File: config.mk
export PLATFORM = sky130hd
export DESIGN_NAME = intel_hex_record_parser
export DESIGN_NICKNAME = d
export VERILOG_FILES = /design/src/hw/rtl/ihex_pkg.sv /design/src/hw/rtl/ihex_parse.sv /design/src/hw/rtl/intel_hex_record_parser.sv
export VERILOG_INCLUDE_DIRS = /design/src /design/src/hw/rtl
export SDC_FILE = /design/constraint.sdc
export NUM_CORES = 1
export LEC_CHECK = 0
export ABC_AREA = 1
export BUFFER_PORTS_ARGS = -buffer_cell sky130_fd_sc_hd__buf_4
export CORE_MARGIN = 2
export CORE_UTILIZATION = 60
export CTS_BUF_LIST = sky130_fd_sc_hd__clkbuf_4
export DETAILED_ROUTE_END_ITERATION = 7
export PLACE_DENSITY = 0.83
export SYNTH_ARGS = -nofsm -noshare
export SYNTH_HDL_FRONTEND = slang
export SYNTH_SLANG_ARGS = --single-unit
File: constraint.sdc
create_clock -name clk -period 8.4 [get_ports clk]
set_clock_uncertainty 0.05 [all_clocks]
set_input_delay 0.42 -clock clk [delete_from_list [all_inputs] [get_ports clk]]
set_output_delay 0.42 -clock clk [all_outputs]
set_load 0.01 [all_outputs]
File: src/hw/rtl/intel_hex_record_parser_assert.svh
// assertion macros for the record parser, included by ihex_parse
`ifndef INTEL_HEX_RECORD_PARSER_ASSERT_SVH
`define INTEL_HEX_RECORD_PARSER_ASSERT_SVH

// same-cycle implication, checked on clk, off during reset
`define IHEX_ASSERT_NOW(lbl, ante, cons, msg) \
	lbl: assert property (@(posedge clk) disable iff (!arst_n) (ante) |-> (cons)) \
		else $error(msg);

// next-cycle implication, checked on clk, off during reset
`define IHEX_ASSERT_NEXT(lbl, ante, cons, msg) \
	lbl: assert property (@(posedge clk) disable iff (!arst_n) (ante) |=> (cons)) \
		else $error(msg);

`endif

File: src/hw/rtl/ihex_pkg.sv
// types, codes and helpers of the hex record parser
package ihex_pkg;

	typedef enum logic [2:0] {
		PH_START  = 3'd0,
		PH_HEADER = 3'd1,
		PH_DATA   = 3'd2,
		PH_CKSUM  = 3'd3,
		PH_EOL    = 3'd4
	} phase_t;

	typedef enum logic [2:0] {
		K_DATA    = 3'd0,
		K_OK      = 3'd1,
		K_END     = 3'd2,
		K_BADSUM  = 3'd3,
		K_NOCOLON = 3'd4,
		K_NOEOL   = 3'd5
	} kind_t;

	typedef enum logic [1:0] {
		FLD_COUNT  = 2'd0,
		FLD_ADDR_H = 2'd1,
		FLD_ADDR_L = 2'd2,
		FLD_TYPE   = 2'd3
	} field_t;

	localparam logic [7:0] CHAR_COLON   = 8'h3A;
	localparam logic [7:0] CHAR_NEWLINE = 8'h0A;
	localparam logic [7:0] REC_TYPE_END = 8'h01;

	typedef struct packed {
		kind_t       kind;
		logic [15:0] address;
		logic [7:0]  data_byte;
		logic        last;
	} result_t;

	// ascii hex digit to nibble, anything else reads as zero
	function automatic logic [3:0] hex_digit(input logic [7:0] c);
		logic [7:0] v;
		v = 8'd0;
		if (c inside {[8'h30:8'h39]}) begin
			v = c - 8'h30;
		end else if (c inside {[8'h41:8'h46]}) begin
			v = c - 8'h37;
		end else if (c inside {[8'h61:8'h66]}) begin
			v = c - 8'h57;
		end
		return v[3:0];
	endfunction

endpackage

File: src/hw/rtl/ihex_parse.sv
// record parse state and the per-byte next-state and result logic
module ihex_parse
	import ihex_pkg::*;
(
	input  logic        clk,
	input  logic        arst_n,
	input  logic        step,
	input  logic [7:0]  char_in,
	input  logic        text_mode,
	output logic        res_valid,
	output result_t     res
);

`include "intel_hex_record_parser_assert.svh"

	phase_t      phase_q, phase_n;
	logic        second_digit_q, second_digit_n;
	logic [3:0]  high_nibble_q, high_nibble_n;
	field_t      field_index_q, field_index_n;
	logic [7:0]  bytes_left_q, bytes_left_n;
	logic [15:0] run_addr_q, run_addr_n;
	logic [7:0]  sum_q, sum_n;
	logic        sum_bad_q, sum_bad_n;
	logic        finished_q, finished_n;
	logic [15:0] rec_start_q, rec_start_n;

	always_ff @(posedge clk or negedge arst_n) begin
		if (!arst_n) begin
			phase_q        <= PH_START;
			second_digit_q <= 1'b0;
			high_nibble_q  <= 4'd0;
			field_index_q  <= FLD_COUNT;
			bytes_left_q   <= 8'd0;
			run_addr_q     <= 16'd0;
			sum_q          <= 8'd0;
			sum_bad_q      <= 1'b0;
			finished_q     <= 1'b0;
			rec_start_q    <= 16'd0;
		end else if (step) begin
			phase_q        <= phase_n;
			second_digit_q <= second_digit_n;
			high_nibble_q  <= high_nibble_n;
			field_index_q  <= field_index_n;
			bytes_left_q   <= bytes_left_n;
			run_addr_q     <= run_addr_n;
			sum_q          <= sum_n;
			sum_bad_q      <= sum_bad_n;
			finished_q     <= finished_n;
			rec_start_q    <= rec_start_n;
		end
	end

	always_comb begin
		phase_t     ph;
		logic       go;
		logic       oct_ok;
		logic [7:0] oct;
		logic [7:0] sum_tmp;
		logic [7:0] left_tmp;

		phase_n        = phase_q;
		second_digit_n = second_digit_q;
		high_nibble_n  = high_nibble_q;
		field_index_n  = field_index_q;
		bytes_left_n   = bytes_left_q;
		run_addr_n     = run_addr_q;
		sum_n          = sum_q;
		sum_bad_n      = sum_bad_q;
		finished_n     = finished_q;
		rec_start_n    = rec_start_q;
		res_valid      = 1'b0;
		res            = '0;
		ph             = phase_q;
		go             = 1'b0;
		oct_ok         = 1'b0;
		oct            = char_in;
		sum_tmp        = 8'd0;
		left_tmp       = 8'd0;

		if (finished_q) begin
			go = 1'b0;
		end else if (phase_q == PH_EOL) begin
			res_valid   = 1'b1;
			res.address = rec_start_q;
			res.last    = 1'b1;
			if (char_in == CHAR_NEWLINE) begin
				phase_n  = PH_START;
				res.kind = sum_bad_q ? K_BADSUM : K_OK;
			end else begin
				finished_n = 1'b1;
				res.kind   = K_NOEOL;
			end
		end else if (phase_q == PH_START) begin
			field_index_n  = FLD_COUNT;
			second_digit_n = 1'b0;
			if (text_mode) begin
				if (char_in == CHAR_COLON) begin
					phase_n = PH_HEADER;
				end else begin
					finished_n = 1'b1;
					res_valid  = 1'b1;
					res.kind   = K_NOCOLON;
					res.last   = 1'b1;
				end
			end else begin
				// raw octets need no start mark
				ph      = PH_HEADER;
				phase_n = PH_HEADER;
				go      = 1'b1;
			end
		end else begin
			go = 1'b1;
		end

		if (go) begin
			if (text_mode) begin
				if (!second_digit_q || ph != phase_q) begin
					high_nibble_n  = hex_digit(char_in);
					second_digit_n = 1'b1;
				end else begin
					second_digit_n = 1'b0;
					oct            = {high_nibble_q, hex_digit(char_in)};
					oct_ok         = 1'b1;
				end
			end else begin
				second_digit_n = 1'b0;
				oct_ok         = 1'b1;
			end
		end

		if (oct_ok) begin
			case (ph)
				PH_HEADER: begin
					sum_n = ((field_index_n == FLD_COUNT) ? 8'd0 : sum_q) + oct;
					field_index_n = field_t'(field_index_n + 2'd1);
					case (ph == phase_q ? field_index_q : FLD_COUNT)
						FLD_COUNT: bytes_left_n = oct;
						FLD_ADDR_H: run_addr_n = {oct, 8'd0};
						FLD_ADDR_L: begin
							run_addr_n  = run_addr_q | {8'd0, oct};
							rec_start_n = run_addr_q | {8'd0, oct};
						end
						FLD_TYPE: begin
							if (oct == REC_TYPE_END) begin
								finished_n    = 1'b1;
								field_index_n = field_index_q;
								res_valid     = 1'b1;
								res.kind      = K_END;
								res.address   = rec_start_q;
								res.last      = 1'b1;
							end else begin
								phase_n = (bytes_left_q != 8'd0) ? PH_DATA : PH_CKSUM;
							end
						end
						default: bytes_left_n = bytes_left_q;
					endcase
				end
				PH_DATA: begin
					left_tmp      = bytes_left_q - 8'd1;
					sum_n         = sum_q + oct;
					run_addr_n    = run_addr_q + 16'd1;
					bytes_left_n  = left_tmp;
					if (left_tmp == 8'd0) begin
						phase_n = PH_CKSUM;
					end
					res_valid     = 1'b1;
					res.kind      = K_DATA;
					res.address   = run_addr_q;
					res.data_byte = oct;
				end
				PH_CKSUM: begin
					sum_tmp   = sum_q + oct;
					sum_n     = sum_tmp;
					sum_bad_n = (sum_tmp != 8'd0);
					if (text_mode) begin
						phase_n = PH_EOL;
					end else begin
						phase_n     = PH_START;
						res_valid   = 1'b1;
						res.kind    = (sum_tmp != 8'd0) ? K_BADSUM : K_OK;
						res.address = rec_start_q;
						res.last    = 1'b1;
					end
				end
				default: phase_n = phase_q;
			endcase
		end
	end

	// done state holds until reset and produces nothing
	`IHEX_ASSERT_NEXT(a_finished_sticky, finished_q, finished_q, "finished state was left")
	`IHEX_ASSERT_NOW(a_finished_quiet, finished_q, !res_valid, "result after finish")
	// end of line is only awaited on a whole octet boundary
	`IHEX_ASSERT_NOW(a_eol_aligned, phase_q == PH_EOL, !second_digit_q,
		"half octet pending at end of line")

endmodule

File: src/hw/rtl/intel_hex_record_parser.sv
// an accepted byte waits in the input register, and its result is then held in the result register
// throughput: one stream byte per cycle while the result register has room, as the parse step is combinational
// the input register and the result register are separate, so a byte is taken
// while an earlier result waits on m_tready
// reset (arst_n low, asynchronous): parser waits for a record start, text mode is on,
// no result pending, sticky done state cleared
module intel_hex_record_parser
	import ihex_pkg::*;
(
	input  logic        clk,
	input  logic        arst_n,
	// configuration write channel, text_mode in bit 0
	input  logic        cfg_valid,
	output logic        cfg_ready,
	input  logic        cfg_data,
	// byte stream in
	input  logic        s_tvalid,
	output logic        s_tready,
	input  logic [7:0]  s_tdata,   // [7:0] in_byte
	// results out
	output logic        m_tvalid,
	input  logic        m_tready,
	output logic [23:0] m_tdata,   // [15:0] address, [23:16] data_byte
	output logic [2:0]  m_tuser,   // [2:0] kind
	output logic        m_tlast    // last
);

	logic        text_mode_q;
	logic        byte_valid_s1;
	logic [7:0]  byte_s1;
	logic        advance;
	logic        res_valid;
	result_t     res;
	logic        out_valid_q;
	result_t     out_q;

	// configuration is always writable; the user must write it only while idle, the block does not enforce this
	assign cfg_ready = 1'b1;

	always_ff @(posedge clk or negedge arst_n) begin
		if (!arst_n) begin
			text_mode_q <= 1'b1;
		end else if (cfg_valid) begin
			text_mode_q <= cfg_data;
		end
	end

	// the held byte is parsed once the result register has room
	assign advance  = byte_valid_s1 && (!out_valid_q || m_tready);
	assign s_tready = !byte_valid_s1 || advance;

	// input register
	always_ff @(posedge clk or negedge arst_n) begin
		if (!arst_n) begin
			byte_valid_s1 <= 1'b0;
		end else if (s_tready) begin
			byte_valid_s1 <= s_tvalid;
		end
	end

	always_ff @(posedge clk) begin
		if (s_tready) begin
			byte_s1 <= s_tdata;
		end
	end

	// parser state and per-byte decode
	ihex_parse u_parse (
		.clk       (clk),
		.arst_n    (arst_n),
		.step      (advance),
		.char_in   (byte_s1),
		.text_mode (text_mode_q),
		.res_valid (res_valid),
		.res       (res)
	);

	// result register, bytes that give no result leave it empty
	always_ff @(posedge clk or negedge arst_n) begin
		if (!arst_n) begin
			out_valid_q <= 1'b0;
		end else if (advance) begin
			out_valid_q <= res_valid;
		end else if (m_tready) begin
			out_valid_q <= 1'b0;
		end
	end

	always_ff @(posedge clk) begin
		if (advance) begin
			out_q <= res;
		end
	end

	assign m_tvalid = out_valid_q;
	assign m_tdata  = {out_q.data_byte, out_q.address};
	assign m_tuser  = out_q.kind;
	assign m_tlast  = out_q.last;

endmodule
; Word level (Yosys, flattened, before mapping)
; Cells that the tools add are included.
[totals]
regBits = 99
input_bits = 14
[classes]
n_reduce_logical = 31
bitwise_logic = 1
eq_ne = 18
n_addsub = 8
n_lt_le_gt_ge = 6
n_mux = 85
[op_table]
columns = cell, count
row1 = 2-to-1 mux 19 bit, 4
row2 = case mux 16 bit (2 select lines), 2
row3 = 2-to-1 mux 3 bit, 20
row4 = case mux 19 bit (3 select lines), 1
row5 = 2-to-1 mux 8 bit, 6
row6 = 2-to-1 mux 1 bit, 32
row7 = case mux 8 bit (2 select lines), 2
row8 = 2-to-1 mux 28 bit, 1
row9 = 2-to-1 mux 2 bit, 10
row10 = AND reduction 4 bit, 5
row11 = adder 16 x 1 -> 16 bit (second input constant), 1
row12 = adder 8 bit, 2
row13 = greater-or-equal comparator 8 x 7 -> 1 bit (second input constant), 2
row14 = less-or-equal comparator 8 x 7 -> 1 bit (second input constant), 2
row15 = 2-to-1 mux 16 bit, 1
row16 = bitwise OR 16 x 8 -> 16 bit, 1
row17 = nonzero test 8 bit, 2
row18 = 2-to-1 mux 4 bit, 3
row19 = case mux 3 bit (3 select lines), 1
row20 = equality test 8 x 1 -> 1 bit (second input constant), 1
row21 = equality test 8 x 4 -> 1 bit (second input constant), 1
row22 = equality test 8 x 6 -> 1 bit (second input constant), 1
row23 = greater-or-equal comparator 8 x 6 -> 1 bit (second input constant), 1
row24 = less-or-equal comparator 8 x 6 -> 1 bit (second input constant), 1
row25 = 26 further kinds, 46

; Longest topological paths before layout
; Gate-level depths: netlist of the first run.
[depth]
word_depth = 15
ltp_mapped = 22
ltp_nobuf = 22

; Hierarchy
; Synthesis of the first run repeated with hierarchy kept, for this count alone.
[hier_totals]
hier_cells = 857
area_unflattened_um2 = 6471.2
[by_module_without_submodules]
columns = module, area_per_inst_um2, seq_area_each_um2, cells_per_inst, instances
row1 = ihex_parse, 5250.0, 1501.4, 805, 1
row2 = intel_hex_record_parser, 1221.2, 1157.4, 52, 1

; Worst setup path before layout of the first run
; Ideal clock, no wire load.
[synth_timing]
kind = reg2reg
start = reg u_parse.phase_q[0]
end = reg u_parse.sum_q[7]
path_buffers = 1
t_arrival_ns = 2.854
required_time_ns = 8.267
slack_ns = 5.414
path_stages_with_launch = 20
setup_ns = 0.083
cell_sequence = dfrtp_1 > nor2_1 > nand2_1 > o21ai_0 > ha_1 > clkbuf_1 > nor2_1 > ha_1 > a21oi_1 > nand2_1 > nand2_1 > nand2_1 > a21oi_1 > nor2_1 > o21ai_0 > nand2_1 > or2_2 > nand3_1 > nand2_1 > o21ai_0
[synth_between]
elab_chain_len = 11
word_cells_on_any_way = 31
[synth_lines]
columns = element, line_no
row1 = "start, declared", ihex_parse.sv:16  ; phase_t phase_q, phase_n;
row2 = "start signal, assigned", ihex_parse.sv:40  ; phase_q <= phase_n;
row3 = zero test 3 bit or 2-to-1 mux 3 bit (tied branches), "ihex_parse.sv:93, ihex_parse.sv:96"
row4 = 2-to-1 mux 3 bit, ihex_parse.sv:93  ; end else if (phase_q == PH_START) begin
row5 = 2-to-1 mux 3 bit, ihex_parse.sv:82  ; end else if (phase_q == PH_EOL) begin
row6 = 2-to-1 mux 3 bit, ihex_parse.sv:80  ; if (finished_q) begin
row7 = != test 3 bit, ihex_parse.sv:117  ; if (!second_digit_q || ph != phase_q) begin
row8 = logical OR 1 bit, ihex_parse.sv:117
row9 = 2-to-1 mux 8 bit, ihex_parse.sv:117
row10 = 2-to-1 mux 8 bit, ihex_parse.sv:116  ; if (text_mode) begin
row11 = 2-to-1 mux 8 bit, ihex_parse.sv:115  ; if (go) begin
row12 = adder 8 bit (on tied branches), "ihex_parse.sv:160, ihex_parse.sv:172, ihex_parse.sv:134"
row13 = case mux 8 bit (2 select lines), ihex_parse.sv:132  ; case (ph)
row14 = "end signal, assigned", ihex_parse.sv:46  ; sum_q <= sum_n;
row15 = "end, declared", ihex_parse.sv:22  ; logic [7:0] sum_q, sum_n;
; Several ways; a longest one is shown, not always the timed one.
; A chain may end at the register's enable or synchronous reset.

==> reports/results.ini, run 1 <==
[synthesis]
yosysSeqAreaShare_pct = 42.90
synth_xor_area_share_pct = 2.544
synth_ff_type = dfrtp_1
yosys.area_share.simple_pct = 25.72
synthArstFlopShare_pct = 63.64
syn_nets = 868
yosysUniqueCellTypes = 45
synth_edf_count = 36
synth.area.mux_share_pct = 0.1817
yosys.area_share.adder_pct = 5.895
syn-cell-area_sq_um = 6197
ys_warn_count = 0
synth_top_family_by_area = simple AND/OR/NAND/NOR gates
yosys_register_bits = 99
syn_inst = 826
syn_area_per_cell_sq_um = 7.503
synth_compound_area_share_pct = 13.75

[cts]
cts_htree_levels = 3
cts_tree = built
cts_buffers = 9
clock_latency_ns = 0.47
cts_resized = 0
clock_tree.root_cell = clkbuf_4
clkTransAtPathRegs_ns = 0.16
cts_setup_buffers = 0
holdBufCountCts = 0
clock_sinks = 99
cts_max_path_buffers = 2

[detailed_routing]
viasPerCell = 5.696
drc = 0
avgRoutedWirePerCell_um = 15.76
drtIter0Drc = 536
first_pass_iters = 5
drt-total-wl_um = 15830
ant_nets = 0
vias = 5719

[global_route]
track_usage_pct = 29.67
grt_pass1_wl_um = 26140
antenna_found_initial = 0
grt_max_degree = 64
grt_pass1_vias = 5492
grt-ovfl-total = 0

[floorplanning]
num_rows = 37
start_util_pct = 60.85
die_x_um = 105.6
die-area_sq_um = 11160
fp.dieH_um = 105.6
io_pins = 45
coreArea_sq_um = 10180

[critical_path]
crit_arrival_ns = 3.83
r2r_cells = 18
start_kind = flip-flop
worstPathMaxFanout = 15
cp-end-kind = flip-flop
r2r-start = text_mode_q
r2r_setup_slack_ns = 4.76
r2r-end = m_tuser[1]
crit_type = reg -> reg
worst_ep_required_time_ns = 8.60

[timing]
fin_crit_ns = 3.637
holdWs_ns = -0.01561
slew_headroom_pct = 27.94
fin_ws_ns = 4.763
fin_crit_sh_pct = 43.30
drv_slew = 0
final.setup.tns_ns = 0
worst_pin_slew_ns = 1.077
fmax_mhz = 274.9
rsz0062_at_grt = false
setup_viol = 0
hold_viol_final = 8

[place]
gp_congestion = 1.036
dp_slack_ns = 4.809
port-buffer-count = 43
hpwl_um = 11600
place_inst = 988

[run_status]
violations = hold timing
status = complete, but fails checks

[layout]
mostFrequentLayoutCell = nand2_1
antenna_cells = 0
nNetsFinal = 905
final_cells = 1004
final_cell_mix = nand2_1, inv_1, o21ai_0
layout-drive-gt1-share_pct = 9.447
syn_to_final_growth_pct = 9.025
fillers = 854
final_util_pct = 66.34

[pwr]
powerDensity_nw_per_um2 = 128.6
p_leak_nw = 3.292
ir_worst_vdd_mv = 0.1055

[worst_hold_path]
hold_class = in -> async

[flow_run]
max-cap-violations = 0

-- through the flow --
step	area, sq um	power, mW	hold WS [ns]
finish	6756	0.8691	-0.01561
global route	6756	0.9033	0.01674
CTS	6756	0.8710	0.004574
global placement	6620	0.6168	0.4213
detailed placement	6620	0.6200	0.4464
floorplan	6197	0.5816	0.07441
-- cell usage after synthesis, types with 2 or more instances --
| master | number | area [sq um] |
|---|---|---|
| nand2_1 | 229 | 859.6 |
| inv_1 | 113 | 424.2 |
| o21ai_0 | 85 | 425.4 |
| nor2_1 | 72 | 270.3 |
| dfrtp_1 | 62 | 1551 |
| nand3_1 | 49 | 245.2 |
| edfxtp_1 | 36 | 1081 |
| a21oi_1 | 28 | 140.1 |
| ha_1 | 26 | 325.3 |
| clkbuf_1 | 13 | 48.80 |
| xor2_1 | 13 | 113.9 |
| a31oi_1 | 10 | 62.56 |
| o22ai_1 | 10 | 62.56 |
| nor3_1 | 9 | 45.04 |
| o21ai_1 | 9 | 45.04 |
| nand4_1 | 7 | 43.79 |
| a22oi_1 | 6 | 45.04 |
| xnor2_1 | 5 | 43.79 |
| buf_2 | 4 | 20.02 |
| inv_2 | 4 | 15.01 |
| nor2_2 | 3 | 18.77 |
| o211ai_1 | 3 | 22.52 |
| buf_6 | 2 | 22.52 |
| clkinv_1 | 2 | 7.510 |
| fa_1 | 2 | 40.04 |
| nand3_2 | 2 | 20.02 |
| nand3b_1 | 2 | 15.01 |
| nor4_1 | 2 | 12.51 |
| o21ai_2 | 2 | 17.52 |
-- worst max-delay path, cell delays in order (launching register included) --
cell and delay (ns):
dfstp_2 0.62, inv_1 0.20, nand4_2 0.18, nand2_2 0.09, nor2_4 0.26, inv_1 0.17, nand2_1 0.09, nand2_1 0.13
inv_1 0.23, ha_1 0.29, nand3_1 0.09, nand2_1 0.10, a21oi_1 0.14, nor2_1 0.05, nor2_1 0.13, xor2_1 0.25
nand4_1 0.16, nand2_1 0.09, o211ai_1 0.07
-- cell families after synthesis --
family,Yosys count
other cells,1
mux,1
buf+inv,141
flops,99
compound gates,157
simple gates,381
xor+xnor,18
fa+ha+maj,28
-- power by group --
part / switching [mW] / leakage, nW / total [mW] / internal (mW)
Clock: 0.161 / 0.0705 / 0.257 / 0.0961
Combinational: 0.0641 / 2.16 / 0.0950 / 0.0309
Sequential: 0.00772 / 1.06 / 0.517 / 0.509
-- worst max path at each step --
stage | startpoint | to | slack, ns | cells past startpoint
floorplan | u_parse.phase_q[0] | u_parse.sum_q[7] | 5.41 | 19
global placement | text_mode_q | m_tuser[1] | 5.02 | 18
detailed placement | text_mode_q | m_tuser[1] | 4.81 | 18
CTS | text_mode_q | m_tuser[1] | 4.79 | 18
global route | text_mode_q | m_tuser[1] | 4.41 | 18
finish | text_mode_q | m_tuser[1] | 4.76 | 18
-- state kept, by name, indices dropped and copies added (netlist names), 2 cells and up --
name                   count
u_parse.field_index_q      2
m_tuser                    3
u_parse.rec_start_q       16
u_parse.sum_q              8
byte_s1                    8
u_parse.run_addr_q        16
m_tdata                   24
u_parse.high_nibble_q      4
u_parse.bytes_left_q       8
u_parse.phase_q            3
-- final cells by class --
class | count | area [sq um] | area share (%)
clock inverter | 5 | 53.80 | 0.7963
sequential | 99 | 2659 | 39.35
inverter | 119 | 446.7 | 6.611
tap | 136 | 170.2 | 2.519
timing repair buffer | 48 | 360.3 | 5.333
clock buffer | 11 | 82.58 | 1.222
multi-input combinational | 586 | 2984 | 44.17
-- routing by layer --
layer  global-route usage [%]  share of wire, %
met4                    11.28               2.6
met3                    6.308               7.4
met5                        0                 0
met1                    37.82                41
met2                    49.77                49
(Power assumes the default switching activity.)
==> inputs of run 2 (changes only) <==
--- a/config.mk
+++ b/config.mk
@@ -9,7 +9,7 @@
 export ABC_AREA = 1
 export BUFFER_PORTS_ARGS = -buffer_cell sky130_fd_sc_hd__buf_4
 export CORE_MARGIN = 2
-export CORE_UTILIZATION = 60
+export CORE_UTILIZATION = 57
 export CTS_BUF_LIST = sky130_fd_sc_hd__clkbuf_4
 export DETAILED_ROUTE_END_ITERATION = 7
 export PLACE_DENSITY = 0.83
==> constraint.sdc (replaced) <==
create_clock -name clk -period 3.05 [get_ports clk]
set_clock_uncertainty 0.05 [all_clocks]
set_input_delay 0.1525 -clock clk [delete_from_list [all_inputs] [get_ports clk]]
set_output_delay 0.1525 -clock clk [all_outputs]
set_load 0.01 [all_outputs]
==> run 2 against run 1 <==
The run ends with setup timing left. Register-to-register slack lost 4.9 ns. Critical path depth is the same. Sequential power grew to 2.7 times the previous value. Die area grew 5.1%. Power grew to 2.8 times the previous value. Sequential cell count is the same. Combinational power grew to 3.9 times the previous value. Hold slack gained 0.24 ns. Global-route usage shrank 0.44 points. Critical path type unchanged. Largest cell class unchanged.
==> reports/results.ini, run 2 (same netlist as run 1, synthesis figures left out) <==
[pwr]
p_leak_nw = 3.655
swShare_pct = 29.25
ir_worst_vdd_mv = 0.2867
power_frac_clock_pct = 26.9
internal_power_mw = 1.729
power_mw = 2.444
pwr-share-comb_pct = 15.1
power.switching_mw = 0.7147
pwr-share-seq_pct = 58.1
powerDensity_nw_per_um2 = 325.2

[timing]
worst_pin_slew_ns = 0.8696
final.setup.tns_ns = -0.3721
hold_viol_final = 0
fin_crit_sh_pct = 105.4
rsz0062_at_grt = true
fin_crit_ns = 3.215
fmax_mhz = 311.0
drv_slew = 0
fin_ws_ns = -0.1654
setup_viol = 4
slew_headroom_pct = 41.81

[cts]
clock_sinks = 99
cts_htree_levels = 3
clkTransAtPathRegs_ns = 0.16
cts_tree = built
cts_max_path_buffers = 2
cts_buffers = 9
clock_latency_ns = 0.50
clock_tree.root_cell = clkbuf_4

[critical_path]
r2r-start = text_mode_q
r2r_setup_slack_ns = -0.17
start_kind = flip-flop
cp-end-kind = flip-flop
r2r_cells = 18
worstPathMaxFanout = 8
crit_type = reg -> reg
worst_ep_required_time_ns = 3.25
r2r-end = m_tuser[1]
crit_arrival_ns = 3.42
crit_start = text_mode_q

[worst_hold_path]
hold_class = in -> async

[global_route]
grt_pass1_vias = 5694
grt-ovfl-total = 0
grt_pass1_wl_um = 26630
track_usage_pct = 29.24
grt_max_degree = 64
antenna_found_initial = 0

[place]
hpwl_um = 11220
port-buffer-count = 43
gp_congestion = 0.9595

[floorplanning]
start_util_pct = 57.67
num_rows = 38
fp.dieH_um = 108.3
die-area_sq_um = 11720
die_x_um = 108.3
io_pins = 45
coreArea_sq_um = 10750

[layout]
mostFrequentLayoutCell = nand2_1
largest_reg_flops = 24
layout-drive-gt1-share_pct = 19.26
final_cell_mix = nand2_1, inv_1, buf_4
antenna_cells = 0
nNetsFinal = 977
syn_to_final_growth_pct = 21.24

[run_status]
violations = setup timing
status = complete, but fails checks

[detailed_routing]
drtIter0Drc = 516
ant_nets = 0
first_pass_iters = 5
vias = 5992
drc = 0
avgRoutedWirePerCell_um = 15.46
drt-total-wl_um = 16700
viasPerCell = 5.548

[flow_run]
max-cap-violations = 0

==> run 2: cell count changes in the layout (fill, tap and decap cells not counted), sizes merged <==
cell / before / now
buf: 48 / 107
bufinv: 1 / 0
clkbuf: 11 / 9
clkinv: 4 / 6
clkinvlp: 2 / 0
dlygate4sd3: 0 / 13
inv: 117 / 120
==> run 2: routing by layer <==
layer / vias up / wire length, um / GRT usage, %
met3: 47 / 1289 / 5.425
met1: 2755 / 6608 / 36.62
met4: 0 / 540 / 12.00
met2: 279 / 8258 / 49.87
li1: 2911 / - / -
met5: - / 0 / 0
==> run 2: critical path, stage by stage, from the launching register on <==
cell	delay, ns
dfstp_2	0.41
buf_6	0.13
o21ai_4	0.16
nand3_4	0.10
nor2_4	0.22
buf_6	0.16
nand3_1	0.11
nand2_2	0.10
inv_2	0.07
ha_1	0.30
nand3_1	0.11
nand2_2	0.09
a21oi_2	0.14
nor2_1	0.06
nor2_1	0.17
xor2_1	0.22
nand4_1	0.17
nand2_1	0.11
o211ai_1	0.10
==> run 2: cell type report <==
class | instances | area, sq um
tap | 140 | 175.2
timing repair buffer | 120 | 944.7
fill | 812 | 3232
clock inverter | 7 | 51.30
clock buffer | 9 | 67.56
inverter | 119 | 446.7
sequential | 99 | 2660
multi-input combinational | 586 | 3168
==> run 2: how the worst max path moves through the flow <==
stage	end	slack, ns	cells past startpoint
after floorplan	u_parse.sum_q[7]	0.06	19
after global placement	m_tuser[1]	-0.03	15
after detailed placement	m_tuser[1]	-0.14	15
after CTS	m_tuser[1]	0.002	16
after global routing	m_tuser[1]	-0.34	17
final	m_tuser[1]	-0.17	18
==> run 2: stage by stage <==
step / area [sq um] / util [%] / std cells / worst slack, ns / hold WS (ns)
after floorplan: 6197 / - / 826 / 0.06380 / -0.1931
after global placement: 6925 / 64.45 / 1032 / -0.02947 / 0.2673
after detailed placement: 6925 / 64.45 / 1032 / -0.1397 / 0.2616
after CTS: 7331 / 68.22 / 1073 / 0.001952 / 0.2490
after global routing: 7513 / 69.92 / 1080 / -0.3376 / 0.2804
final: 7513 / 69.92 / 1080 / -0.1654 / 0.2292
==> run 2: what timing repair did <==
item | in CTS | in global routing
endpoints found under the hold margin | 73 | 0
buffers inserted | 12 | 7
cloned | 0 | 0
hold buffers | 13 | 0
gates resized for setup | 21 | 39
pin swaps | 20 | 22
endpoints found under the setup margin | 4 | 6
==> run 2: power by group through the flow <==
stage | registers, mW | logic [mW] | clock network (mW)
detailed placement | 1.44 | 0.292 | 0
global placement | 1.44 | 0.290 | 0
global route | 1.42 | 0.398 | 0.722
CTS | 1.42 | 0.329 | 0.669
floorplan | 1.45 | 0.155 | 0
finish | 1.42 | 0.368 | 0.657
